## config.mk

```make
export PLATFORM = sky130hd
export DESIGN_NAME = xorshift64star_ranged_rng
export DESIGN_NICKNAME = d
export VERILOG_FILES = /design/src/design/xsr_pkg.sv /design/src/design/xorshift64star_ranged_rng.sv /design/src/design/xsr_mul.sv /design/src/design/xsr_rem.sv
export SDC_FILE = /design/constraint.sdc
export NUM_CORES = 2
export LEC_CHECK = 0
export BUFFER_PORTS_ARGS = -buffer_cell sky130_fd_sc_hd__buf_2
export CORE_ASPECT_RATIO = 1.5
export CORE_MARGIN = 1.5
export CORE_UTILIZATION = 46
export CTS_BUF_LIST = sky130_fd_sc_hd__clkbuf_4
export DETAILED_ROUTE_END_ITERATION = 16
export PLACE_DENSITY = 0.71
export SYNTH_ARGS = -nofsm -noshare
export SYNTH_HDL_FRONTEND = slang
export SYNTH_SLANG_ARGS = --single-unit
```

## constraint.sdc

```tcl
create_clock -name aclk -period 17 [get_ports aclk]
set_clock_uncertainty 0.2 [all_clocks]
set_input_delay 2.55 -clock aclk [delete_from_list [all_inputs] [get_ports aclk]]
set_output_delay 2.55 -clock aclk [all_outputs]
set_load 0.005 [all_outputs]
```

## src/design/xsr_pkg.sv

```systemverilog
// Shared types and constants for the xorshift64* ranged generator.
`timescale 1ns / 1ps

package xsr_pkg;

    localparam int unsigned XSR_W = 64;
    localparam int unsigned XSR_HW = XSR_W / 2;
    localparam logic [XSR_W-1:0] XSR_MULT = 64'h2545_F491_4F6C_DD1D;

    typedef enum logic [1:0] {
        ST_IDLE,
        ST_MUL,
        ST_DIV,
        ST_OUT
    } xsr_state_t;

    // handshake between the sequencer and an arithmetic unit
    typedef struct packed {
        logic busy;
        logic done;
    } xsr_unit_stat_t;

endpackage

```

## src/design/xorshift64star_ranged_rng.sv

```systemverilog
// Top level: xorshift64* generator with result reduced into [range_low, range_high).
// Each item passes through the scramble multiply on a shared 32x32 multiplier, the
// bit-serial remainder and the output stage; an empty range skips the remainder.
// No new item is taken until the last result has been handed to the output register;
// s_tready is high only while idle, and the next item may be taken while a result waits.
// Reset (aresetn low, synchronous): generator state returns to 1, no result pending.
`timescale 1ns / 1ps

module xorshift64star_ranged_rng
    import xsr_pkg::*;
(
    input  logic         aclk,
    input  logic         aresetn,
    input  logic         s_tvalid,
    output logic         s_tready,
    input  logic [191:0] s_tdata,   // new_seed[63:0], range_low[127:64], range_high[191:128]
    input  logic [0:0]   s_tuser,   // reseed[0]
    output logic         m_tvalid,
    input  logic         m_tready,
    output logic [63:0]  m_tdata    // random_value[63:0]
);

    xsr_state_t       state_reg;
    xsr_state_t       state_next;
    logic [XSR_W-1:0] gen_reg;
    logic [XSR_W-1:0] gen_next;
    logic [XSR_W-1:0] low_reg;
    logic [XSR_W-1:0] low_next;
    logic [XSR_W-1:0] high_reg;
    logic [XSR_W-1:0] high_next;
    logic [XSR_W-1:0] result_reg;
    logic [XSR_W-1:0] result_next;
    logic             m_valid_reg;
    logic             m_valid_next;
    logic [XSR_W-1:0] m_data_reg;
    logic [XSR_W-1:0] m_data_next;

    logic             accept;
    logic [XSR_W-1:0] seed_sel;
    logic [XSR_W-1:0] advanced;
    logic [XSR_W-1:0] mul_prod;
    logic [XSR_W-1:0] rem_val;
    logic             div_start;
    xsr_unit_stat_t   mul_stat;
    xsr_unit_stat_t   rem_stat;

    function automatic logic [XSR_W-1:0] xs_advance(input logic [XSR_W-1:0] s);
        logic [XSR_W-1:0] t;
        t = s ^ (s >> 12);
        t = t ^ (t << 25);
        t = t ^ (t >> 27);
        return t;
    endfunction

    assign s_tready = (state_reg == ST_IDLE);
    assign accept   = s_tvalid && s_tready;
    assign seed_sel = s_tuser[0] ? s_tdata[63:0] : gen_reg;
    assign advanced = xs_advance(seed_sel);

    xsr_mul u_mul (
        .aclk    (aclk),
        .aresetn (aresetn),
        .start   (accept),
        .operand (advanced),
        .product (mul_prod),
        .stat    (mul_stat)
    );

    xsr_rem u_rem (
        .aclk      (aclk),
        .aresetn   (aresetn),
        .start     (div_start),
        .dividend  (mul_prod),
        .divisor   (high_reg - low_reg),
        .remainder (rem_val),
        .stat      (rem_stat)
    );

    always_comb begin
        state_next   = state_reg;
        gen_next     = gen_reg;
        low_next     = low_reg;
        high_next    = high_reg;
        result_next  = result_reg;
        m_valid_next = m_valid_reg;
        m_data_next  = m_data_reg;
        div_start    = 1'b0;

        if (m_valid_reg && m_tready) begin
            m_valid_next = 1'b0;
        end

        case (state_reg)
            ST_IDLE: begin
                if (accept) begin
                    gen_next   = advanced;
                    low_next   = s_tdata[127:64];
                    high_next  = s_tdata[191:128];
                    state_next = ST_MUL;
                end
            end
            ST_MUL: begin
                if (mul_stat.done) begin
                    if (high_reg > low_reg) begin
                        div_start  = 1'b1;
                        state_next = ST_DIV;
                    end else begin
                        // empty range
                        result_next = low_reg;
                        state_next  = ST_OUT;
                    end
                end
            end
            ST_DIV: begin
                if (rem_stat.done) begin
                    result_next = rem_val + low_reg;
                    state_next  = ST_OUT;
                end
            end
            ST_OUT: begin
                if (!m_valid_reg || m_tready) begin
                    m_valid_next = 1'b1;
                    m_data_next  = result_reg;
                    state_next   = ST_IDLE;
                end
            end
            default: state_next = ST_IDLE;
        endcase
    end

    always_ff @(posedge aclk) begin
        low_reg    <= low_next;
        high_reg   <= high_next;
        result_reg <= result_next;
        m_data_reg <= m_data_next;
        if (!aresetn) begin
            state_reg   <= ST_IDLE;
            gen_reg     <= XSR_W'(1);
            m_valid_reg <= 1'b0;
        end else begin
            state_reg   <= state_next;
            gen_reg     <= gen_next;
            m_valid_reg <= m_valid_next;
        end
    end

    assign m_tvalid = m_valid_reg;
    assign m_tdata  = m_data_reg;

endmodule

```

## src/design/xsr_mul.sv

```systemverilog
// Multiply by the xorshift64* constant modulo 2^64 on one shared 32x32 multiplier.
`timescale 1ns / 1ps

module xsr_mul
    import xsr_pkg::*;
(
    input  logic             aclk,
    input  logic             aresetn,
    input  logic             start,
    input  logic [XSR_W-1:0] operand,
    output logic [XSR_W-1:0] product,
    output xsr_unit_stat_t   stat
);

    logic [XSR_W-1:0]  a_reg;
    logic [XSR_W-1:0]  a_next;
    logic [XSR_W-1:0]  prod_reg;
    logic [XSR_W-1:0]  prod_next;
    logic [XSR_W-1:0]  acc_reg;
    logic [XSR_W-1:0]  acc_next;
    logic [1:0]        cnt_reg;
    logic [1:0]        cnt_next;
    logic              busy_reg;
    logic              busy_next;
    logic              done_reg;
    logic              done_next;
    logic [XSR_HW-1:0] mul_a;
    logic [XSR_HW-1:0] mul_b;

    // low*low, then the two cross terms, which only reach the upper half
    always_comb begin
        mul_a = (cnt_reg == 2'd1) ? a_reg[XSR_W-1:XSR_HW] : a_reg[XSR_HW-1:0];
        mul_b = (cnt_reg == 2'd2) ? XSR_MULT[XSR_W-1:XSR_HW] : XSR_MULT[XSR_HW-1:0];
    end

    always_comb begin
        a_next    = a_reg;
        prod_next = prod_reg;
        acc_next  = acc_reg;
        cnt_next  = cnt_reg;
        busy_next = busy_reg;
        done_next = 1'b0;
        if (start) begin
            a_next    = operand;
            cnt_next  = 2'd0;
            busy_next = 1'b1;
        end else if (busy_reg) begin
            prod_next = XSR_W'(mul_a) * XSR_W'(mul_b);
            cnt_next  = cnt_reg + 2'd1;
            case (cnt_reg)
                2'd0: acc_next = acc_reg;
                2'd1: acc_next = prod_reg;
                2'd2: acc_next = acc_reg + {prod_reg[XSR_HW-1:0], {XSR_HW{1'b0}}};
                2'd3: begin
                    acc_next  = acc_reg + {prod_reg[XSR_HW-1:0], {XSR_HW{1'b0}}};
                    busy_next = 1'b0;
                    done_next = 1'b1;
                end
                default: acc_next = acc_reg;
            endcase
        end
    end

    always_ff @(posedge aclk) begin
        a_reg    <= a_next;
        prod_reg <= prod_next;
        acc_reg  <= acc_next;
        cnt_reg  <= cnt_next;
        if (!aresetn) begin
            busy_reg <= 1'b0;
            done_reg <= 1'b0;
        end else begin
            busy_reg <= busy_next;
            done_reg <= done_next;
        end
    end

    assign product   = acc_reg;
    assign stat.busy = busy_reg;
    assign stat.done = done_reg;

endmodule

```

## src/design/xsr_rem.sv

```systemverilog
// Radix-2 restoring remainder unit, one dividend bit per cycle.
`timescale 1ns / 1ps

module xsr_rem
    import xsr_pkg::*;
(
    input  logic             aclk,
    input  logic             aresetn,
    input  logic             start,
    input  logic [XSR_W-1:0] dividend,
    input  logic [XSR_W-1:0] divisor,
    output logic [XSR_W-1:0] remainder,
    output xsr_unit_stat_t   stat
);

    localparam int unsigned CNT_W = $clog2(XSR_W);

    logic [XSR_W-1:0] x_reg;
    logic [XSR_W-1:0] x_next;
    logic [XSR_W-1:0] d_reg;
    logic [XSR_W-1:0] d_next;
    logic [XSR_W-1:0] rem_reg;
    logic [XSR_W-1:0] rem_next;
    logic [CNT_W-1:0] cnt_reg;
    logic [CNT_W-1:0] cnt_next;
    logic             busy_reg;
    logic             busy_next;
    logic             done_reg;
    logic             done_next;
    logic [XSR_W:0]   trial;
    logic [XSR_W:0]   diff;

    assign trial = {rem_reg, x_reg[XSR_W-1]};
    assign diff  = trial - {1'b0, d_reg};

    always_comb begin
        x_next    = x_reg;
        d_next    = d_reg;
        rem_next  = rem_reg;
        cnt_next  = cnt_reg;
        busy_next = busy_reg;
        done_next = 1'b0;
        if (start) begin
            x_next    = dividend;
            d_next    = divisor;
            rem_next  = '0;
            cnt_next  = '0;
            busy_next = 1'b1;
        end else if (busy_reg) begin
            x_next   = {x_reg[XSR_W-2:0], 1'b0};
            // no borrow means trial >= divisor; result is below divisor either way
            rem_next = diff[XSR_W] ? trial[XSR_W-1:0] : diff[XSR_W-1:0];
            cnt_next = cnt_reg + CNT_W'(1);
            if (cnt_reg == CNT_W'(XSR_W - 1)) begin
                busy_next = 1'b0;
                done_next = 1'b1;
            end
        end
    end

    always_ff @(posedge aclk) begin
        x_reg   <= x_next;
        d_reg   <= d_next;
        rem_reg <= rem_next;
        cnt_reg <= cnt_next;
        if (!aresetn) begin
            busy_reg <= 1'b0;
            done_reg <= 1'b0;
        end else begin
            busy_reg <= busy_next;
            done_reg <= done_next;
        end
    end

    assign remainder = rem_reg;
    assign stat.busy = busy_reg;
    assign stat.done = done_reg;

endmodule

```

# ---- Word level (Yosys, flattened, before mapping)
# Cells that the tools add are included.
dict set report word_totals {
  reg_bits 719
  latchBits 0
  mem_bits_rw 0
  rom_bits 0
  inputBits 197
  output_inout_bits 66
  wordCells 95
  mem_count 0
}
dict set report op_classes {
  addsub 6
  multipliers 1
  div 0
  magnitude_cmp 1
  eq_ne 12
  n_shift 0
  muxes 31
  bitwise 8
  reduce_logical 17
}
# operator n
set ops {}
lappend ops {{$mux 64} 7}
lappend ops {{$pmux 64 s2} 2}
lappend ops {{$add 64x64->64} 2}
lappend ops {{$sub 65x64->65} 1}
lappend ops {{$gt 64x64->1} 1}
lappend ops {{$mul 32x32->64} 1}
lappend ops {{$sub 64x64->64} 1}
lappend ops {{$xor 64x37->64} 1}
lappend ops {{$xor 64x52->64} 1}
lappend ops {{$xor 64x64->64} 1}
lappend ops {{$mux 32} 1}
lappend ops {{$mux 31} 1}
lappend ops {{$mux 1} 15}
lappend ops {{$eq 2x2->1 const B} 4}
lappend ops {{$mux 2} 4}
lappend ops {{$pmux 2 s4} 1}
lappend ops {{$reduce_and 4->1} 2}
lappend ops {{$add 6x1->6 const B} 1}
lappend ops {{$eq 6x6->1 const B} 1}
lappend ops {{$ne 2x1->1 const B} 3}
lappend ops {{$reduce_and 2->1} 3}
lappend ops {{$reduce_or 3->1} 2}
lappend ops {{$not 1->1} 5}
lappend ops {{$eq 2x1->1 const B} 2}
lappend ops {{9 further kinds} 13}

# ---- Logic depth before layout (Yosys ltp)
dict set report logic_depth {
  ltp_word 5
  mapped_depth 36
  ltp_nobuf 33
}

# ---- Cells and area by module
# From an unflattened synthesis, not the netlist that was laid out.
dict set report hier_totals {
  cells_unflattened 6477
  hier_area_um2 65014.9
}
# mod instances cells_per_inst area_each_um2 seq_area_each_um2
set modules_own_cells {}
lappend modules_own_cells {xsr_mul 1 3130 32364.8 5815.6}
lappend modules_own_cells {xorshift64star_ranged_rng 1 2172 20986.4 9028.7}
lappend modules_own_cells {xsr_rem 1 1175 11663.7 5285.1}

# ---- Least setup slack after synthesis
# Ideal clock, no wire load.
dict set report synth_timing {
  path_type {register -> register}
  from {register u_mul.cnt_reg[0]}
  to {register u_mul.prod_reg[58] (data pin)}
  setup_time_ps 264
  arrival_time_ps 8871
  t_required_ps 16536
  setup_slack_ps 7665
  stages_incl_launch_ff 34
  n_path_buf 5
  period_less_slack_ps 9335
  path_cell_list {dfxtp_1 > ha_1 > clkbuf_1 > buf_2 > buf_1 > buf_2 > mux2i_1 > inv_1 > fa_1 > inv_1 > fa_1 > inv_1 > fa_1 > inv_1 > fa_1 > inv_1 > fa_1 > fa_1 > fa_1 > inv_1 > fa_1 > inv_1 > ha_1 > clkbuf_1 > nand2_1 > o21ai_0 > a211oi_1 > a21o_1 > a21oi_1 > nor2_1 > o31ai_1 > a311o_1 > a21oi_1 > xnor2_1}
}
dict set report synth_between {
  elab_chain_len 3
  elab_cells_between_ends 5
  classes_between {mul (1); eq/ne (2); mux (2)}
}
# element line_no
set synth_lines {}
lappend synth_lines {{start, declared} xsr_mul.sv:21} ;# logic [1:0] cnt_reg;
lappend synth_lines {{start signal, assigned} xsr_mul.sv:68} ;# cnt_reg <= cnt_next;
lappend synth_lines {{$eq 2x1->1 / $eq 2x2->1 (equally long branches)} {xsr_mul.sv:32, xsr_mul.sv:33}}
lappend synth_lines {{$mux 32 / $mux 31 (equally long branches)} {xsr_mul.sv:32, xsr_mul.sv:33}}
lappend synth_lines {{$mul 32x32->64 (*)} xsr_mul.sv:48} ;# prod_next = XSR_W'(mul_a) * XSR_W'(mul_b);
lappend synth_lines {{end signal, assigned} xsr_mul.sv:66} ;# prod_reg <= prod_next;
lappend synth_lines {{end, declared} xsr_mul.sv:17} ;# logic [XSR_W-1:0] prod_reg;
# Mark *: on every way between the ends. The rest lies on a longest branch, timed or not.
# A chain may end at the register's enable or synchronous reset.

# ---- Worst setup path in the final report
dict set report layout_timing {
  from {register u_mul.cnt_reg[1]}
  to {register u_mul.prod_reg[63] (data pin)}
}
# The elaborated chain is that of the path after synthesis.

==> results.md <==
* Residual DRC at 0
* Gpl congestion at 1.003
* Synth top area share at 26.22%
* WL/cell at 22.30 µm
* Ports at 263
* Maxcap violations at 1
* # setup viols final at 0
* Setup crit start kind: register
* Share of post-route cells with drive strength above 1 at 10.48%
* Primary FF master, synth: edfxtp_1
* All-layer global routing usage at 27.42%
* Max Fanout on Critical Path at 32
* Worst Path Required at 17840 ps
* Initial antenna violation count at 4
* P&R area growth vs syn at 8.271%
* Initial Util at 46.22%
* Routed WL at 201.7 mm
* Root buffer cell: clkbuf_4
* Tightest Pin Transition at 1450 ps
* Tmin final at 10690 ps
* Synthesized area at 65970 µm²
* WS Path Type: reg -> reg
* Distinct cell type count after synthesis at 107
* Worst setup EP type: register
* Rel. slew slack at 0.5534%
* CTS buffer count at 181
* Multi-input logic area at 40930 µm²
* Asr flop ratio synth at 0%
* Crit path arrival time at 11530 ps
* Status: finished, violations left
* Overflow after GRT at 0
* FP Rows at 170
* Final Cycle Share at 62.88%
* 1st-iter DRT viols at 3913
* Die extent in x at 312.2 µm
* Hold Path Class: reg -> reg
* Routed vias/inst at 5.584
* Fin. Hold Viols at 0
* H-Tree Level Count at 4
* Main area contributors after synthesis: edfxtp_1 (26%), fa_1 (17%), ha_1 (12%)
* Vias in the first global route at 52330
* Average footprint of a synthesized cell at 9.768 µm²
* Top cells by count, synth: inv_1 (1035), nand2_1 (649), ha_1 (630)
* Post-CTS Setup Inserts at 0
* Reg area at 20160 µm²
* Worst-skew pair later-pin latency at 1240 ps
* Core Box Area at 142700 µm²
* Sequential element share of the synthesized area at 30.56%
* CTS clk-pin slew, worst paths at 70 ps
* Final HPWL DP at 162.3 mm
* Post-CTS Hold Buffers at 0
* Clk sink count at 719
* Setup tns final at 0 ps
* Post-CTS resize count at 0
* Failing checks: capacitance limit
* First-pass GRT wire length at 301.9 mm
* Vias at 50510
* Flops & latches, synth at 719
* Max Clk Rate at 0.09354 GHz
* Syn. warnings at 0
* Die area at 145700 µm²
* Routed Antenna Nets at 0
* Area leader, netlist: edfxtp_1
* Fillers at 13260
* Post-synth EDFFs at 576
* Count leader, synth: inv_1
* Final Max Tran Viols at 0
* PortBufs at 262
* Die Span Y at 466.8 µm
* Largest net degree at the start of global routing at 160
* Final Net Count at 8390
* Drt pass-1 iters at 6
* CTS tree: built
* RSZ-0062 raised after global routing: false
* CTS Buffer Depth at 3
* Cells after Synth at 6754
==> final timing paths <==
path	startpoint	to	slack (ps)	cells past startpoint
worst max register to register	u_mul.cnt_reg[1]	u_mul.prod_reg[63]	6310	25
worst max-delay path	u_mul.cnt_reg[1]	u_mul.prod_reg[63]	6310	25
worst min register to register	result_reg[5]	m_tdata[5]	200	0
worst min-delay path	result_reg[5]	m_tdata[5]	200	0
==> metrics by stage <==
stage	area, µm²	std cells	setup slack [ps]	utilization (%)	hold slack [ps]
CTS	71400	9036	6377	50.03	174.0
global placement	68980	8704	6588	48.33	200.6
floorplan	66140	6798	7665	-	200.3
detailed placement	68980	8704	6373	48.33	204.5
finish	71430	9045	6310	50.05	197.4
global route	71420	9041	6031	50.04	208.8
==> layout make-up <==
| cell class | count | area share [%] |
|---|---|---|
| diodes | 9 | 0.03153 |
| clock buffers | 272 | 2.859 |
| clock inverters | 60 | 0.5343 |
| inverters | 1045 | 5.507 |
| multi-input cells | 4749 | 57.30 |
| flip-flops and latches | 719 | 28.23 |
| well taps | 1892 | 3.314 |
| repair buffers | 299 | 2.225 |
==> worst max-delay path, cell delays in order (launching register included) <==
cell	delay (ps)
dfxtp_1	360
inv_1	100
ha_2	160
buf_4	490
mux2i_1	950
inv_1	530
nand2_1	290
inv_1	70
ha_1	270
inv_1	80
fa_1	570
inv_1	60
fa_1	500
fa_1	950
fa_1	540
fa_1	470
fa_1	510
fa_1	420
ha_1	490
nand2_1	130
or2_2	370
a2111oi_0	890
o31ai_1	380
o21ai_0	340
nor4_1	80
a311oi_1	260
==> layer usage <==
| layer | part of all wire [%] | track usage, % |
|---|---|---|
| met2 | 52 | 50.01 |
| met3 | 4.5 | 3.542 |
| met1 | 35 | 27.92 |
| met5 | 0 | 0 |
| met4 | 9.1 | 22.39 |
==> cell usage in the layout (no fill, tap or decap), types with 18 or more instances in the layout <==
master and instances:
o21bai_1 55, o21ai_0 279, fa_1 568, o21ai_1 25, o21a_1 37, xor2_1 181, ha_1 627, dfxtp_1 142
nand2_1 647, and2_1 60, nor4_1 55, or2_2 26, nor3_2 22, a21o_1 216, a211oi_2 23, nand2b_1 47
and3_1 47, a211oi_1 46, nor2_1 315, a31oi_1 38, clkbuf_4 272, buf_2 262, or3_1 23, buf_4 37
inv_1 1033, mux2i_1 52, nor3_1 82, nand4_1 78, edfxtp_1 576, a21oi_1 400, o31ai_1 18, a21boi_0 57
nor2b_1 37, nand3_1 77, xnor2_1 283, conb_1 46, clkinv_1 37, o211ai_1 35
==> cell families after synthesis <==
| kind of cell | count (synthesis) | synth area share (%) |
|---|---|---|
| flops | 719 | 30.56 |
| other cells | 2 | 0.01138 |
| fa+ha+maj | 1198 | 29.18 |
| xor+xnor | 464 | 6.160 |
| simple gates | 1571 | 11.23 |
| compound gates | 1402 | 14.00 |
| mux | 68 | 1.056 |
| buf+inv | 1330 | 7.801 |
Power is left out: the tool's default activity adds up to more than one toggle a clock period on the data nets, which glitch-free logic cannot reach.
